===== config.mk =====
export PLATFORM = sky130hd
export DESIGN_NAME = gregorian_day_difference_top_flat
export DESIGN_NICKNAME = d
export VERILOG_FILES = /design/src/hdl/gdd_pkg.sv /design/src/hdl/gdd_if.sv /design/src/hdl/gdd_day_number.sv /design/src/hdl/gdd_compare.sv /design/src/hdl/gregorian_day_difference_top.sv /design/src/flat_wrapper.sv
export SDC_FILE = /design/constraint.sdc
export NUM_CORES = 1
export LEC_CHECK = 0
export BUFFER_PORTS_ARGS = -buffer_cell sky130_fd_sc_hd__buf_2
export CAP_MARGIN = 30
export CORE_MARGIN = 3
export CORE_UTILIZATION = 60
export CTS_CLUSTER_SIZE = 20
export DETAILED_ROUTE_END_ITERATION = 6
export PLACE_DENSITY_LB_ADDON = 0.15
export SKIP_CTS_REPAIR_TIMING = 1
export SLEW_MARGIN = 20
export SYNTH_ARGS = -nofsm -noshare
export SYNTH_HDL_FRONTEND = slang
export SYNTH_SLANG_ARGS = --single-unit
export TNS_END_PERCENT = 100

===== constraint.sdc =====
create_clock -name clock -period 14.4 [get_ports clock]
set_input_delay 3.6 -clock clock [delete_from_list [all_inputs] [get_ports clock]]
set_output_delay 3.6 -clock clock [all_outputs]
set_load 0.05 [all_outputs]

===== src/hdl/gdd_pkg.sv =====
// Shared widths, calendar constants and the month offset table for the
// Gregorian day difference block. No dependencies.
package gdd_pkg;

   localparam int YEAR_W  = 14;
   localparam int MONTH_W = 4;
   localparam int DAY_W   = 5;
   localparam int COUNT_W = 22;

   // Day number of one date, years 0 .. 16383 included
   localparam int DNUM_W  = 23;
   // Day of year, at most 366
   localparam int DOY_W   = 9;
   // Sum of the leap-day corrections of the whole years
   localparam int QSUM_W  = 13;

   localparam int DAYS_PER_YEAR = 365;
   localparam int DAYS_LEAP_YEAR = 366;
   localparam int CENTURY       = 100;
   localparam int QUAD_CENTURY  = 400;

   // floor(x / 100) = (x * RECIP_100) >> RECIP_SHIFT for every x below 2^15
   localparam int RECIP_100   = 5243;
   localparam int RECIP_W     = 13;
   localparam int RECIP_SHIFT = 19;
   localparam int PROD_W      = YEAR_W + 1 + RECIP_W;
   localparam int QCENT_W     = PROD_W - RECIP_SHIFT;

   localparam logic [MONTH_W-1:0] MONTH_JAN = MONTH_W'(1);
   localparam logic [MONTH_W-1:0] MONTH_FEB = MONTH_W'(2);
   localparam logic [MONTH_W-1:0] MONTH_DEC = MONTH_W'(12);

   // Days before the first of the month; month 0 reads as January and
   // months past December read as December
   function automatic logic [DOY_W-1:0] days_before_month(input logic [MONTH_W-1:0] month);
      logic [DOY_W-1:0] offset;
      case (month)
         4'd0, 4'd1: offset = 9'd0;
         4'd2:       offset = 9'd31;
         4'd3:       offset = 9'd59;
         4'd4:       offset = 9'd90;
         4'd5:       offset = 9'd120;
         4'd6:       offset = 9'd151;
         4'd7:       offset = 9'd181;
         4'd8:       offset = 9'd212;
         4'd9:       offset = 9'd243;
         4'd10:      offset = 9'd273;
         4'd11:      offset = 9'd304;
         default:    offset = 9'd334;
      endcase
      return offset;
   endfunction

endpackage


===== src/hdl/gdd_if.sv =====
// Valid/ready channel interfaces for the date pair transaction and the
// day count transaction. Depends on gdd_pkg.
interface gdd_req_if import gdd_pkg::*; ();
   logic               valid;
   logic               ready;
   logic [YEAR_W-1:0]  first_year;
   logic [MONTH_W-1:0] first_month;
   logic [DAY_W-1:0]   first_day;
   logic [YEAR_W-1:0]  second_year;
   logic [MONTH_W-1:0] second_month;
   logic [DAY_W-1:0]   second_day;

   modport source (
      output valid, first_year, first_month, first_day,
      output second_year, second_month, second_day,
      input  ready
   );
   modport sink (
      input  valid, first_year, first_month, first_day,
      input  second_year, second_month, second_day,
      output ready
   );
endinterface

interface gdd_rsp_if import gdd_pkg::*; ();
   logic               valid;
   logic               ready;
   logic [COUNT_W-1:0] day_count;
   logic               first_was_later;

   modport source (
      output valid, day_count, first_was_later,
      input  ready
   );
   modport sink (
      input  valid, day_count, first_was_later,
      output ready
   );
endinterface


===== src/hdl/gdd_day_number.sv =====
// Three-stage pipeline that turns one year/month/day into its day number
// counted from year 0. Depends on gdd_pkg.
module gdd_day_number import gdd_pkg::*; (
   input  logic               clock,
   input  logic               advance,
   input  logic [YEAR_W-1:0]  year,
   input  logic [MONTH_W-1:0] month,
   input  logic [DAY_W-1:0]   day,
   output logic [DNUM_W-1:0]  day_num
);

   // Stage 1 registers
   logic [YEAR_W-1:0]  year1_ff;
   logic [PROD_W-1:0]  prod_ff, prod_in;
   logic [DOY_W-1:0]   mdoy_ff, mdoy_in;
   logic               after_feb1_ff, after_feb1_in;

   // Stage 2 registers
   logic [DNUM_W-1:0]  yday_ff, yday_in;
   logic [QSUM_W-1:0]  qsum_ff, qsum_in;
   logic [DOY_W-1:0]   doy_ff, doy_in;

   // Stage 3 register
   logic [DNUM_W-1:0]  dnum_ff, dnum_in;

   logic [QCENT_W-1:0] q100;
   logic [QCENT_W-1:0] q400;
   logic [QSUM_W-1:0]  q4;
   logic               century;
   logic               leap;

   // Stage 1: ceil(year / 100) by reciprocal product, month offset plus day
   always_comb begin
      prod_in = PROD_W'(({1'b0, year} + (YEAR_W + 1)'(CENTURY - 1)))
              * PROD_W'(RECIP_100);
      mdoy_in = days_before_month(month) + DOY_W'(day);
      after_feb1_in = (month > MONTH_FEB);
   end

   // Stage 2: whole-year days and leap correction of this year
   always_comb begin
      q100 = prod_ff[PROD_W-1:RECIP_SHIFT];
      q400 = (q100 + QCENT_W'(3)) >> 2;
      q4 = QSUM_W'(({1'b0, year1_ff} + (YEAR_W + 1)'(3)) >> 2);
      century = ((YEAR_W + 1)'(q100) * (YEAR_W + 1)'(CENTURY)) == {1'b0, year1_ff};
      leap = (year1_ff[1:0] == 2'd0) && (!century || (year1_ff[3:0] == 4'd0));
      yday_in = DNUM_W'(year1_ff) * DNUM_W'(DAYS_PER_YEAR);
      qsum_in = q4 - QSUM_W'(q100) + QSUM_W'(q400);
      doy_in = mdoy_ff + DOY_W'(leap && after_feb1_ff);
   end

   // Stage 3: add the parts
   always_comb begin
      dnum_in = yday_ff + DNUM_W'(qsum_ff) + DNUM_W'(doy_ff);
   end

   // Advance all stages together; hold while the output is stalled
   always_ff @(posedge clock) begin
      if (advance) begin
         year1_ff      <= year;
         prod_ff       <= prod_in;
         mdoy_ff       <= mdoy_in;
         after_feb1_ff <= after_feb1_in;
         yday_ff       <= yday_in;
         qsum_ff       <= qsum_in;
         doy_ff        <= doy_in;
         dnum_ff       <= dnum_in;
      end
   end

   assign day_num = dnum_ff;

endmodule


===== src/hdl/gdd_compare.sv =====
// Final stage: absolute difference of two day numbers, order flag and
// saturation to the count width. Depends on gdd_pkg.
module gdd_compare import gdd_pkg::*; (
   input  logic               clock,
   input  logic               advance,
   input  logic [DNUM_W-1:0]  first_num,
   input  logic [DNUM_W-1:0]  second_num,
   output logic [COUNT_W-1:0] day_count,
   output logic               first_was_later
);

   logic [COUNT_W-1:0] count_ff, count_in;
   logic               later_ff, later_in;
   logic [DNUM_W-1:0]  diff;

   // Subtract the smaller from the larger and clamp at the count limit
   always_comb begin
      later_in = (first_num > second_num);
      diff = later_in ? (first_num - second_num) : (second_num - first_num);
      count_in = (diff[DNUM_W-1:COUNT_W] != '0) ? '1 : diff[COUNT_W-1:0];
   end

   always_ff @(posedge clock) begin
      if (advance) begin
         count_ff <= count_in;
         later_ff <= later_in;
      end
   end

   assign day_count = count_ff;
   assign first_was_later = later_ff;

endmodule


===== src/hdl/gregorian_day_difference_top.sv =====
// Top level of the Gregorian day difference block: two day number pipelines
// and the compare stage. Depends on gdd_pkg, gdd_if, gdd_day_number, gdd_compare.
//
// Usage:
//   req_chan carries one date pair per transaction; rsp_chan returns the
//   absolute day count between the two dates and a flag that is set when the
//   first date lies after the second. Exactly one response per request, in
//   order. Both channels accept a transaction on a rising clock edge where
//   valid and ready are both high.
//   There are four register stages. Three stages build each day number
//   (reciprocal multiply for the century count, year length product, final
//   sum) and one stage forms the difference. Throughput is one transaction
//   per cycle while the response is not held.
//   All stages advance together. When the response is held (rsp_chan.ready
//   low with a valid response waiting), the whole pipeline holds and
//   req_chan.ready drops in the same cycle; nothing is lost or repeated.
//   Synchronous reset clears all valid bits and holds req_chan.ready low
//   while it is high; no response is pending after reset and no clearing
//   pass is needed.
module gregorian_day_difference_top import gdd_pkg::*; (
   input  logic clock,
   input  logic reset,
   gdd_req_if.sink   req_chan,
   gdd_rsp_if.source rsp_chan
);

   localparam int DEPTH = 4;

   logic [DEPTH-1:0]  valid_ff, valid_in;
   logic              advance;
   logic [DNUM_W-1:0] first_num;
   logic [DNUM_W-1:0] second_num;

   // Move when the last stage is empty or its transaction is being taken
   assign advance = !valid_ff[DEPTH-1] || rsp_chan.ready;
   assign req_chan.ready = advance && !reset;

   always_comb begin
      valid_in = advance ? {valid_ff[DEPTH-2:0], req_chan.valid} : valid_ff;
   end

   always_ff @(posedge clock) begin
      if (reset) begin
         valid_ff <= '0;
      end else begin
         valid_ff <= valid_in;
      end
   end

   gdd_day_number u_first (
      .clock   (clock),
      .advance (advance),
      .year    (req_chan.first_year),
      .month   (req_chan.first_month),
      .day     (req_chan.first_day),
      .day_num (first_num)
   );

   gdd_day_number u_second (
      .clock   (clock),
      .advance (advance),
      .year    (req_chan.second_year),
      .month   (req_chan.second_month),
      .day     (req_chan.second_day),
      .day_num (second_num)
   );

   gdd_compare u_compare (
      .clock           (clock),
      .advance         (advance),
      .first_num       (first_num),
      .second_num      (second_num),
      .day_count       (rsp_chan.day_count),
      .first_was_later (rsp_chan.first_was_later)
   );

   assign rsp_chan.valid = valid_ff[DEPTH-1];

endmodule

===== src/flat_wrapper.sv =====
// flat-port wrapper written by rule: the top's interface ports become plain ports
module gregorian_day_difference_top_flat import gdd_pkg::*;
  (clock, reset, req_chan_valid, req_chan_first_year, req_chan_first_month, req_chan_first_day, req_chan_second_year, req_chan_second_month, req_chan_second_day, req_chan_ready, rsp_chan_valid, rsp_chan_day_count, rsp_chan_first_was_later, rsp_chan_ready);
  gdd_req_if req_chan_i ();
  gdd_rsp_if rsp_chan_i ();
  input  logic clock;
  input  logic reset;
  input wire logic [$bits(req_chan_i.valid)-1:0] req_chan_valid;
  input wire logic [$bits(req_chan_i.first_year)-1:0] req_chan_first_year;
  input wire logic [$bits(req_chan_i.first_month)-1:0] req_chan_first_month;
  input wire logic [$bits(req_chan_i.first_day)-1:0] req_chan_first_day;
  input wire logic [$bits(req_chan_i.second_year)-1:0] req_chan_second_year;
  input wire logic [$bits(req_chan_i.second_month)-1:0] req_chan_second_month;
  input wire logic [$bits(req_chan_i.second_day)-1:0] req_chan_second_day;
  output wire logic [$bits(req_chan_i.ready)-1:0] req_chan_ready;
  output wire logic [$bits(rsp_chan_i.valid)-1:0] rsp_chan_valid;
  output wire logic [$bits(rsp_chan_i.day_count)-1:0] rsp_chan_day_count;
  output wire logic [$bits(rsp_chan_i.first_was_later)-1:0] rsp_chan_first_was_later;
  input wire logic [$bits(rsp_chan_i.ready)-1:0] rsp_chan_ready;
  assign req_chan_i.valid = req_chan_valid;
  assign req_chan_i.first_year = req_chan_first_year;
  assign req_chan_i.first_month = req_chan_first_month;
  assign req_chan_i.first_day = req_chan_first_day;
  assign req_chan_i.second_year = req_chan_second_year;
  assign req_chan_i.second_month = req_chan_second_month;
  assign req_chan_i.second_day = req_chan_second_day;
  assign req_chan_ready = req_chan_i.ready;
  assign rsp_chan_valid = rsp_chan_i.valid;
  assign rsp_chan_day_count = rsp_chan_i.day_count;
  assign rsp_chan_first_was_later = rsp_chan_i.first_was_later;
  assign rsp_chan_i.ready = rsp_chan_ready;
  gregorian_day_difference_top u_core (.clock(clock), .reset(reset), .req_chan(req_chan_i), .rsp_chan(rsp_chan_i));
endmodule

# Word-level counts from Yosys, hierarchy flattened
# Memory sizes are Yosys's and may differ from the RTL's.
# Index checks and enable logic that the tools add are counted.
# word_totals
elab_cells,69
mem_count,2
inputBits,50
ff_bits,267
output_inout_bits,25
rom_bits,288
# classes
n_mux,1
order_cmp,3
eq_ne,2
reduce_logical,16
n_addsub,20
n_mul,6
# memory_table
name,depth,word_bits,read_ports,rd_ports_with_merged_regs,wr,line_no,rtl
(name not given),16,9,1,0,0,gdd_pkg.sv:37,case (month)
(name not given),16,9,1,0,0,gdd_pkg.sv:37,
# op_table
cell,count
multiplier 28 x 13 -> 28 bit (second input constant),2
adder 23 x 13 -> 23 bit,2
adder 23 x 9 -> 23 bit,2
multiplier 14 x 9 -> 23 bit (second input constant),2
subtractor 23 bit,2
adder 14 x 2 -> 15 bit (second input constant),2
adder 14 x 7 -> 15 bit (second input constant),2
== test 15 x 14 -> 1 bit,2
adder 13 x 7 -> 13 bit,2
multiplier 9 x 5 -> 13 bit (second input constant),2
subtractor 13 x 9 -> 13 bit,2
> comparator 23 bit,1
two-way mux 23 bit,1
adder 9 x 1 -> 9 bit,2
adder 9 x 2 -> 9 bit (second input constant),2
adder 9 x 5 -> 9 bit,2
> comparator 4 x 2 -> 1 bit (second input constant),2
logical NOT 4 bit,2
logical AND 1 bit,5
logical NOT 1 bit,4
logical NOT 2 bit,2
logical OR 1 bit,3

# Logic depth before layout (Yosys ltp)
# Gate-level depths: netlist (run 1).
# logic_depth
ltp_word,7
mapped_depth,28
depth_no_buf,28

# Cells and area by module
# From an unflattened synthesis (run 1), not the netlist that was laid out.
# unflattened
hier_cells,2866
hier_area_um2,29010.3
# by_module_without_submodules
module,area_each_um2,n_inst,cells_each,seq_area_each_um2
gdd_day_number at u_core.u_first,12739.7,1,1205,3032.9
gdd_day_number at u_core.u_second,12467.0,1,1168,3032.9
gdd_compare,3638.5,1,477,690.7
gregorian_day_difference_top,165.2,1,16,80.1

# Worst setup path before layout (run 1)
# Ideal clock, no wire load.
# synth_timing
kind,input-to-reg
from,in req_chan_first_year[0]
to,reg u_core.u_first.prod_ff[27] (data pin)
arrival_ns,9.274
path_buffers,0
setup_time_ns,0.260
cell_stages,26
required_ns,14.140
slack_ns,4.866
cell_sequence,inv_1 -> ha_1 -> nor2_1 -> a21oi_1 -> nand2b_1 -> and4_1 -> and3_1 -> xor2_1 -> inv_1 -> fa_1 -> inv_1 -> ha_1 -> inv_1 -> fa_1 -> fa_1 -> fa_1 -> inv_1 -> ha_1 -> and3_1 -> a32oi_1 -> nand3_1 -> a311oi_1 -> nor2b_1 -> o21ai_0 -> nor2b_1 -> xnor2_1
# synth_between
elab_chain_cells,2
# synth_rtl
element,line_no,rtl
start: declaration,flat_wrapper.sv:9,input wire logic [$bits(req_chan_i.first_year)-1:0] req_chan_first_year;
adder 14 x 7 -> 15 bit,gdd_day_number.sv:34,"prod_in = PROD_W'(({1'b0, year} + (YEAR_W + 1)'(CENTURY - 1)))"
multiplier 28 x 13 -> 28 bit,gdd_day_number.sv:35,* PROD_W'(RECIP_100);
net u_core.u_first.prod_in[27],gdd_day_number.sv:14,"logic [PROD_W-1:0] prod_ff, prod_in;"
end signal: assignment,gdd_day_number.sv:61,prod_ff <= prod_in;
end: declaration,gdd_day_number.sv:14,
# The timed path passes the listed nets, and every way through them passes these cells.
# A chain may end at the register's enable or synchronous reset.

# Final worst setup path (run 1)
# Same ends and word-level chain as after synthesis.

==> impl_metrics.py, run 1 <==
metrics = {
    "run_status": {
        "outcome": "complete, no violations",
    },
    "floorplan": {
        "num_io_pins": 75,
        "rows": 78,
        "die_area_um2": 49200,
        "die_h_um": 222,
        "start_util": 0.612,
        "die_width_um": 222,
        "core_um2": 45700,
    },
    "global_route": {
        "grt-ovfl-total": 0,
        "track_usage": 0.236,
        "grt_max_degree": 90,
        "antenna_found_initial": 0,
        "grt_pass1_wl_um": 96400,
        "first_global_vias": 19800,
    },
    "cts": {
        "clk_path_buf_depth": 3,
        "clock-sinks": 229,
        "ctsHtreeMaxLevel": 1,
        "clkTransAtPathRegs_ps": 60,
        "cts_made_buffers": 28,
        "cts_root_buf": "clkbuf_16",
        "cts_tree": "built",
        "clock_latency_ps": 560,
    },
    "yosys": {
        "syn_avg_cell_area_um2": 10.2,
        "synth_edf_count": 225,
        "yosys_warnings": 0,
        "synth_cells": 2728,
        "yosysUniqueCellTypes": 73,
        "synth_nets": 3537,
        "ys.flop_type": "edfxtp_1",
        "ys_seq_elements": 229,
        "async_flop_share": 0,
        "synth_seq_area_share": 0.245,
        "syn-cell-area_um2": 27900,
    },
    "placement": {
        "io_buffers": 74,
        "dp_hpwl_um": 48400,
        "dp_cells": 3382,
        "gp_congestion": 0.923,
    },
    "finish": {
        "finish.utilization": 0.654,
        "multiInputGateArea_um2": 18800,
        "seq_area_um2": 6840,
        "fillers": 3689,
        "area_growth_pct": 6.87,
        "finalNonFillerCells": 3434,
        "diodes": 0,
        "nets": 3622,
        "drive_above_1_share": 0.0561,
    },
    "detailed_routing": {
        "firstDrtPassIters": 5,
        "via_per_inst": 5.46,
        "drc_errors": 0,
        "detail-route-antenna-nets": 0,
        "wl_um": 57100,
        "avgRoutedWirePerCell_um": 16.6,
        "num_vias": 18700,
        "drt_iter0_drc": 892,
    },
    "sta": {
        "fin_tns_setup_ps": 0,
        "hold_slack_ps": 481,
        "clock.fmax_mhz": 100,
        "hold_viol": 0,
        "drv_slew": 0,
        "worst_pin_slew_ps": 932,
        "period_needed_ps": 9980,
        "clock_skew_ps": 24.7,
        "slew_headroom": 0.374,
        "post-route-period-util": 0.693,
        "setup-violations-final": 0,
        "rsz0062_at_grt": "no",
    },
    "setup_path": {
        "crit_required_ps": 14700,
        "critPathLaunchType": "input pin",
        "cp.arrival_ps": 10280,
        "crit_type": "in2reg",
        "crit_path_max_fanout": 6,
        "cp-end-kind": "flop",
    },
    "run": {
        "maxCapViolCount": 0,
    },
    "worst_hold_path": {
        "hp-class": "reg2reg",
    },
}
==> final timing paths <==
path | from | end | slack, ps | depth (start not counted)
worst max-delay path | req_chan_first_year[0] | u_core.u_first.prod_ff[27] | 4420 | 27
worst min-delay path | u_core.valid_ff[2] | u_core.valid_ff[3] | 480 | 2
worst min register to register | u_core.valid_ff[2] | u_core.valid_ff[3] | 480 | 2
worst max register to register | u_core.u_second.year1_ff[3] | u_core.u_second.yday_ff[21] | 9200 | 16
==> critical path, cell delays in order <==
cell,delay [ps]
buf_2,140
inv_1,150
ha_1,280
nor2_1,100
a21oi_1,290
nand2b_1,110
and4_1,240
and3_1,190
xor2_1,530
inv_1,200
fa_1,540
inv_1,50
ha_1,260
inv_1,50
fa_1,540
fa_1,440
fa_1,520
inv_1,50
ha_1,310
and3_1,210
a32oi_1,250
nand3_1,200
a311oi_1,390
nor2b_1,100
o21ai_0,230
nor2b_1,200
xnor2_1,80
==> placed cells by master, fill, tap and decap left out, drive strengths merged, types with 12 or more instances in the layout <==
master	n
a21o	42
a21oi	107
and3	23
buf	77
clkbuf	32
clkinv	17
edfxtp	225
fa	255
ha	504
inv	570
mux2i	20
nand2	118
nand2b	24
nand3	43
nand4	24
nor2	127
nor2b	30
nor3	40
o21a	12
o21ai	93
o21bai	23
xnor2	192
xor2	77
==> cell type report <==
cell class,instances,area share
Timing Repair Buffer,78,0.0142
Clock inverter,19,0.00478
Sequential cell,229,0.229
Tap cell,600,0.0251
Multi-Input combinational cell,1907,0.631
Clock buffer,32,0.0240
Inverter,569,0.0718
==> synthesized netlist by cell type, types with 24 or more instances <==
| cell | count | share of area |
|---|---|---|
| nand2_1 | 101 | 0.014 |
| xor2_1 | 77 | 0.024 |
| inv_1 | 567 | 0.076 |
| fa_1 | 255 | 0.18 |
| nor2_1 | 127 | 0.017 |
| o21ai_0 | 90 | 0.016 |
| nand3_1 | 43 | 0.0077 |
| xnor2_1 | 191 | 0.060 |
| nor3_1 | 40 | 0.0072 |
| a21o_1 | 41 | 0.011 |
| a21oi_1 | 107 | 0.019 |
| nand2b_1 | 24 | 0.0054 |
| nor2b_1 | 30 | 0.0067 |
| edfxtp_1 | 225 | 0.24 |
| ha_1 | 504 | 0.23 |
==> state kept, by name, indices dropped and copies added, names as in the netlist <==
name and count:
u_core.u_compare.day_count 22, u_core.u_compare.first_was_later 1, u_core.u_first.after_feb1_ff 1, u_core.u_first.day_num 23, u_core.u_first.doy_ff 9, u_core.u_first.mdoy_ff 9, u_core.u_first.prod_ff 9, u_core.u_first.qsum_ff 13
u_core.u_first.yday_ff 23, u_core.u_first.year1_ff 14, u_core.u_second.after_feb1_ff 1, u_core.u_second.day_num 23, u_core.u_second.doy_ff 9, u_core.u_second.mdoy_ff 9, u_core.u_second.prod_ff 9, u_core.u_second.qsum_ff 13
u_core.u_second.yday_ff 23, u_core.u_second.year1_ff 14, u_core.valid_ff 4
==> layer usage <==
layer / vias to the layer above / GRT usage / wire [µm]
li1: 9275 / - / -
met1: 9076 / 0.310 / 25300
met2: 301 / 0.420 / 28200
met3: 88 / 0.0258 / 2170
met4: 0 / 0.0584 / 1380
met5: - / 0 / 0
==> cell families after synthesis <==
family	after synthesis	share of synthesized area
AO/OA/AOI/OAI	378	0.0872
adder cells (fa/ha/maj)	759	0.408
XOR/XNOR	269	0.0846
AND/OR/NAND/NOR	470	0.0822
multiplexers	31	0.0122
buffers and inverters	592	0.0809
flip-flops	229	0.245
==> per-stage QoR <==
stage	instance area [µm²]	setup slack [ps]
after CTS	29900	4410
after global placement	29000	4090
after global routing	29900	3950
after floorplan	27900	4870
final	29900	4420
after detailed placement	29000	3860
Power of run 1 is not shown: default switching activity piles up to over one toggle a cycle in this logic, so the estimate is an artifact.
==> run 2, diff against run 1 <==
--- a/config.mk
+++ b/config.mk
@@ -5,6 +5,7 @@
 export SDC_FILE = /design/constraint.sdc
 export NUM_CORES = 1
 export LEC_CHECK = 0
+export ABC_AREA = 1
 export BUFFER_PORTS_ARGS = -buffer_cell sky130_fd_sc_hd__buf_2
 export CAP_MARGIN = 30
 export CORE_MARGIN = 3
==> constraint.sdc (replaced) <==
create_clock -name clock -period 9.6 [get_ports clock]
set_input_delay 2.4 -clock clock [delete_from_list [all_inputs] [get_ports clock]]
set_output_delay 2.4 -clock clock [all_outputs]
set_load 0.05 [all_outputs]
==> impl_metrics.py, run 2 <==
metrics = {
    "floorplan": {
        "die_area_um2": 53900,
        "die_width_um": 232,
        "core_um2": 50400,
        "start_util": 0.609,
        "num_io_pins": 75,
        "rows": 82,
        "die_h_um": 232,
    },
    "yosys": {
        "ys.flop_type": "edfxtp_1",
        "yosys.area.top_type": "edfxtp_1",
        "synth_seq_area_share": 0.223,
        "synth_edf_count": 225,
        "synth_top_area_frac": 0.220,
        "synth_cells": 3586,
        "syn-cell-area_um2": 30700,
        "yosys-top-cells-count": "803 x inv_1, 645 x nand2_1, 504 x ha_1",
        "yosysUniqueCellTypes": 59,
        "ys_seq_elements": 229,
        "async_flop_share": 0,
        "yosysMostFrequentCell": "inv_1",
        "syn_avg_cell_area_um2": 8.55,
        "synth_area_leaders": "edfxtp_1 22%, ha_1 21%, fa_1 17%",
        "synth_nets": 4395,
        "yosys_warnings": 0,
    },
    "global_route": {
        "grt-ovfl-total": 0,
        "grt_pass1_wl_um": 110000,
        "first_global_vias": 22300,
        "antenna_found_initial": 0,
        "grt_max_degree": 156,
        "track_usage": 0.251,
    },
    "setup_path": {
        "crit_family": "adder cells",
        "crit_required_ps": 9890,
        "cp_common_cell": "inv_1",
        "crit_buf_inv": 7,
        "cp.arrival_ps": 8090,
        "critPathLaunchType": "input pin",
        "crit_type": "in2reg",
        "max_stage_delay_ps": 570,
        "slowest_stage": "xor2_1",
        "crit_path_max_fanout": 6,
        "cp-end-kind": "flop",
    },
    "finish": {
        "layout_commonest_cell": "inv_1",
        "fillers": 4413,
        "seq_area_um2": 6840,
        "multiInputGateArea_um2": 20600,
        "nets": 4474,
        "finalInstanceArea_um2": 32700,
        "drive_above_1_share": 0.0532,
        "diodes": 0,
        "final_cell_mix": "802 x inv_1, 645 x nand2_1, 504 x ha_1, 255 x fa_1, 225 x edfxtp_1",
        "area_growth_pct": 6.62,
    },
    "worst_hold_path": {
        "hp-class": "reg2reg",
    },
    "cts": {
        "cts_root_buf": "clkbuf_16",
        "clkTransAtPathRegs_ps": 60,
        "clock_latency_ps": 560,
        "clk_path_buf_depth": 3,
        "ctsHtreeMaxLevel": 1,
        "cts_tree": "built",
        "cts_made_buffers": 28,
        "clock-sinks": 229,
    },
    "detailed_routing": {
        "firstDrtPassIters": 5,
        "detail-route-antenna-nets": 0,
        "num_vias": 22600,
        "wl_um": 66300,
        "avgRoutedWirePerCell_um": 15.2,
        "via_per_inst": 5.18,
        "drt_iter0_drc": 1261,
        "drc_errors": 0,
    },
    "run_status": {
        "outcome": "complete, no violations",
    },
    "sta": {
        "post-route-period-util": 0.813,
        "slew_headroom": 0.373,
        "clock.fmax_mhz": 128,
        "rsz0062_at_grt": "no",
        "worst_pin_slew_ps": 940,
        "hold_viol": 0,
        "fin_tns_setup_ps": 0,
        "drv_slew": 0,
        "setup-violations-final": 0,
        "period_needed_ps": 7800,
        "clock_skew_ps": 17.2,
    },
    "placement": {
        "dp_hpwl_um": 56700,
        "io_buffers": 74,
        "placed_area_um2": 31700,
        "gp_congestion": 0.971,
    },
    "run": {
        "maxCapViolCount": 0,
    },
}
-- run 2: worst paths after layout --
kind | from | endpoint | slack, ps | cells after the start
worst max register to register | u_core.u_first.prod_ff[21] | u_core.u_first.doy_ff[8] | 4840 | 21
worst min-delay path | u_core.valid_ff[2] | u_core.valid_ff[3] | 460 | 2
worst min register to register | u_core.valid_ff[2] | u_core.valid_ff[3] | 460 | 2
worst max-delay path | req_chan_first_year[0] | u_core.u_first.prod_ff[24] | 1800 | 26
-- run 2: cell type report --
cell class,instances,share of cell area
repair buffers,76,0.0124
multi-input cells,2513,0.629
clock inverters,15,0.00539
clock buffers,36,0.0239
flip-flops and latches,229,0.209
well taps,672,0.0257
inverters,817,0.0941
-- run 2: layer usage --
metal  part of all wire  vias up  track usage
li1                   -    11700            -
met1               0.47    10400        0.339
met2               0.47      384        0.425
met3              0.029      122       0.0200
met4              0.039        0       0.0928
met5                  0        -            0
-- run 2: kinds of logic after synthesis --
group                      after synthesis  share of synthesized area
AOI/OAI and AO/OA                      420                     0.0771
xor gates and xnor gates               232                     0.0678
adders and majority gates              759                      0.372
buffers and inverters                  844                      0.106
DFF                                    229                      0.223
and+or+nand+nor                       1102                      0.154
-- run 2: stage by stage --
step	utilization	worst slack [ps]	hold slack, ps	cells
3_5_place_dp	0.630	1280	450	4306
6_report	0.649	1800	462	4358
2_1_floorplan	-	1940	430	3586
5_1_grt	0.649	1170	491	4358
4_1_cts	0.649	1830	465	4357
3_3_place_gp	0.630	1390	452	4306
-- run 2: worst register-to-register path, cell delays in order, from the launching register on --
cell and delay (ps):
edfxtp_1 580, ha_1 370, ha_1 310, fa_1 470, ha_1 420, a21oi_1 260, nand2_1 110, nand3_1 100
nand3_1 100, nand2_1 80, nand2_1 50, nand2_1 50, inv_1 40, nand3_1 170, nand2_1 80, nor2_1 120
ha_1 220, ha_1 200, nand3_1 120, nor3b_1 350, nand3_1 150, xnor2_1 170
Power of run 2 is left out for the same reason.
==> run 3, diff against run 2 <==
--- a/config.mk
+++ b/config.mk
@@ -9,7 +9,7 @@
 export BUFFER_PORTS_ARGS = -buffer_cell sky130_fd_sc_hd__buf_2
 export CAP_MARGIN = 30
 export CORE_MARGIN = 3
-export CORE_UTILIZATION = 60
+export CORE_UTILIZATION = 59
 export CTS_CLUSTER_SIZE = 20
 export DETAILED_ROUTE_END_ITERATION = 6
 export PLACE_DENSITY_LB_ADDON = 0.15
==> constraint.sdc (replaced) <==
create_clock -name clock -period 7.1 [get_ports clock]
set_input_delay 1.775 -clock clock [delete_from_list [all_inputs] [get_ports clock]]
set_output_delay 1.775 -clock clock [all_outputs]
set_load 0.05 [all_outputs]
==> impl_metrics.py, run 3 (synthesis results as in run 2) <==
metrics = {
    "run_status": {
        "outcome": "complete, but fails checks",
        "violations": "design-rule violations",
    },
    "detailed_routing": {
        "firstDrtPassIters": 7,
        "avgRoutedWirePerCell_um": 16.1,
        "drt_iter0_drc": 1235,
        "via_per_inst": 5.33,
        "num_vias": 23400,
        "drc_errors": 1,
        "wl_um": 70700,
        "detail-route-antenna-nets": 0,
    },
    "global_route": {
        "track_usage": 0.264,
        "grt-ovfl-total": 0,
        "antenna_found_initial": 0,
        "grt_max_degree": 92,
        "grt_pass1_wl_um": 118000,
        "first_global_vias": 24100,
    },
    "finish": {
        "nets": 4510,
        "area_growth_pct": 7.34,
        "layout_commonest_cell": "inv_1",
        "final_cell_mix": "802 x inv_1, 645 x nand2_1, 504 x ha_1, 255 x fa_1, 225 x edfxtp_1",
        "finish.utilization": 0.648,
        "diodes": 0,
        "drive_above_1_share": 0.0632,
    },
    "sta": {
        "hold_viol": 0,
        "clock.fmax_mhz": 150,
        "post-route-period-util": 0.941,
        "drv_slew": 0,
        "setup-violations-final": 0,
        "worst_pin_slew_ps": 815,
        "slew_headroom": 0.457,
        "period_needed_ps": 6680,
        "hold_slack_ps": 464,
        "clock_skew_ps": 27.6,
        "rsz0062_at_grt": "no",
    },
    "floorplan": {
        "rows": 82,
        "num_io_pins": 75,
        "die_area_um2": 54800,
        "die_h_um": 234,
        "core_um2": 50800,
        "start_util": 0.604,
        "die_width_um": 234,
    },
    "cts": {
        "clock_latency_ps": 550,
        "cts_root_buf": "clkbuf_16",
        "ctsHtreeMaxLevel": 1,
        "clock-sinks": 229,
        "cts_made_buffers": 26,
        "clkTransAtPathRegs_ps": 60,
        "clk_path_buf_depth": 3,
        "cts_tree": "built",
    },
    "setup_path": {
        "crit_type": "in2reg",
        "slowest_stage": "fa_1",
        "critPathLaunchType": "input pin",
        "cp-end-kind": "flop",
        "cp.arrival_ps": 6960,
        "cp_common_cell": "inv_1",
        "crit_required_ps": 7380,
        "max_stage_delay_ps": 530,
        "crit_path_max_fanout": 5,
    },
    "placement": {
        "io_buffers": 74,
        "gp_congestion": 0.952,
        "dp_hpwl_um": 60700,
    },
    "worst_hold_path": {
        "hp-class": "reg2reg",
    },
    "run": {
        "maxCapViolCount": 0,
    },
}
## run 3: area by class of cell
class,count,area [µm²]
Fill cell,4338,17900
Clock inverter,22,236
Clock buffer,26,651
Timing Repair Buffer,114,691
Tap cell,672,841
Sequential cell,229,6840
Multi-Input combinational cell,2513,20600
Inverter,817,3080
## run 3: critical path, delay by kind of cell
| family | cells | cell delay, ps |
|---|---|---|
| compound gates | 1 | 220 |
| xor+xnor | 1 | 210 |
| fa+ha+maj | 7 | 2870 |
| buf+inv | 10 | 600 |
| simple gates | 12 | 1290 |
## run 3: path summary, 6_finish.rpt
check,slack [ps],to,from,cells after the start
setup reg to reg,2320,u_core.u_first.doy_ff[8],u_core.u_first.prod_ff[20],23
setup / recovery,420,u_core.u_second.prod_ff[23],req_chan_second_year[0],31
hold reg to reg,460,u_core.valid_ff[1],u_core.valid_ff[0],2
hold / removal,460,u_core.valid_ff[1],u_core.valid_ff[0],2
## run 3: routing by layer
layer  up-vias  share of wire  track usage
li1      11700              -            -
met1     11100           0.44        0.344
met2       482           0.49        0.470
met3       131          0.036       0.0216
met4         0          0.031       0.0813
met5         -              0            0
## run 3: per-stage QoR
step / std cells / area, µm² / setup slack, ps / setup TNS (ps)
3_3_place_gp: 4344 / 32000 / 5.78 / 0
4_1_cts: 4392 / 32900 / 460 / 0
5_1_grt: 4393 / 32900 / 16.4 / 0
2_1_floorplan: 3586 / 30700 / 64.4 / 0
6_report: 4393 / 32900 / 420 / 0
3_5_place_dp: 4344 / 32000 / -116 / -399
Power of run 3 is left out for the same reason.
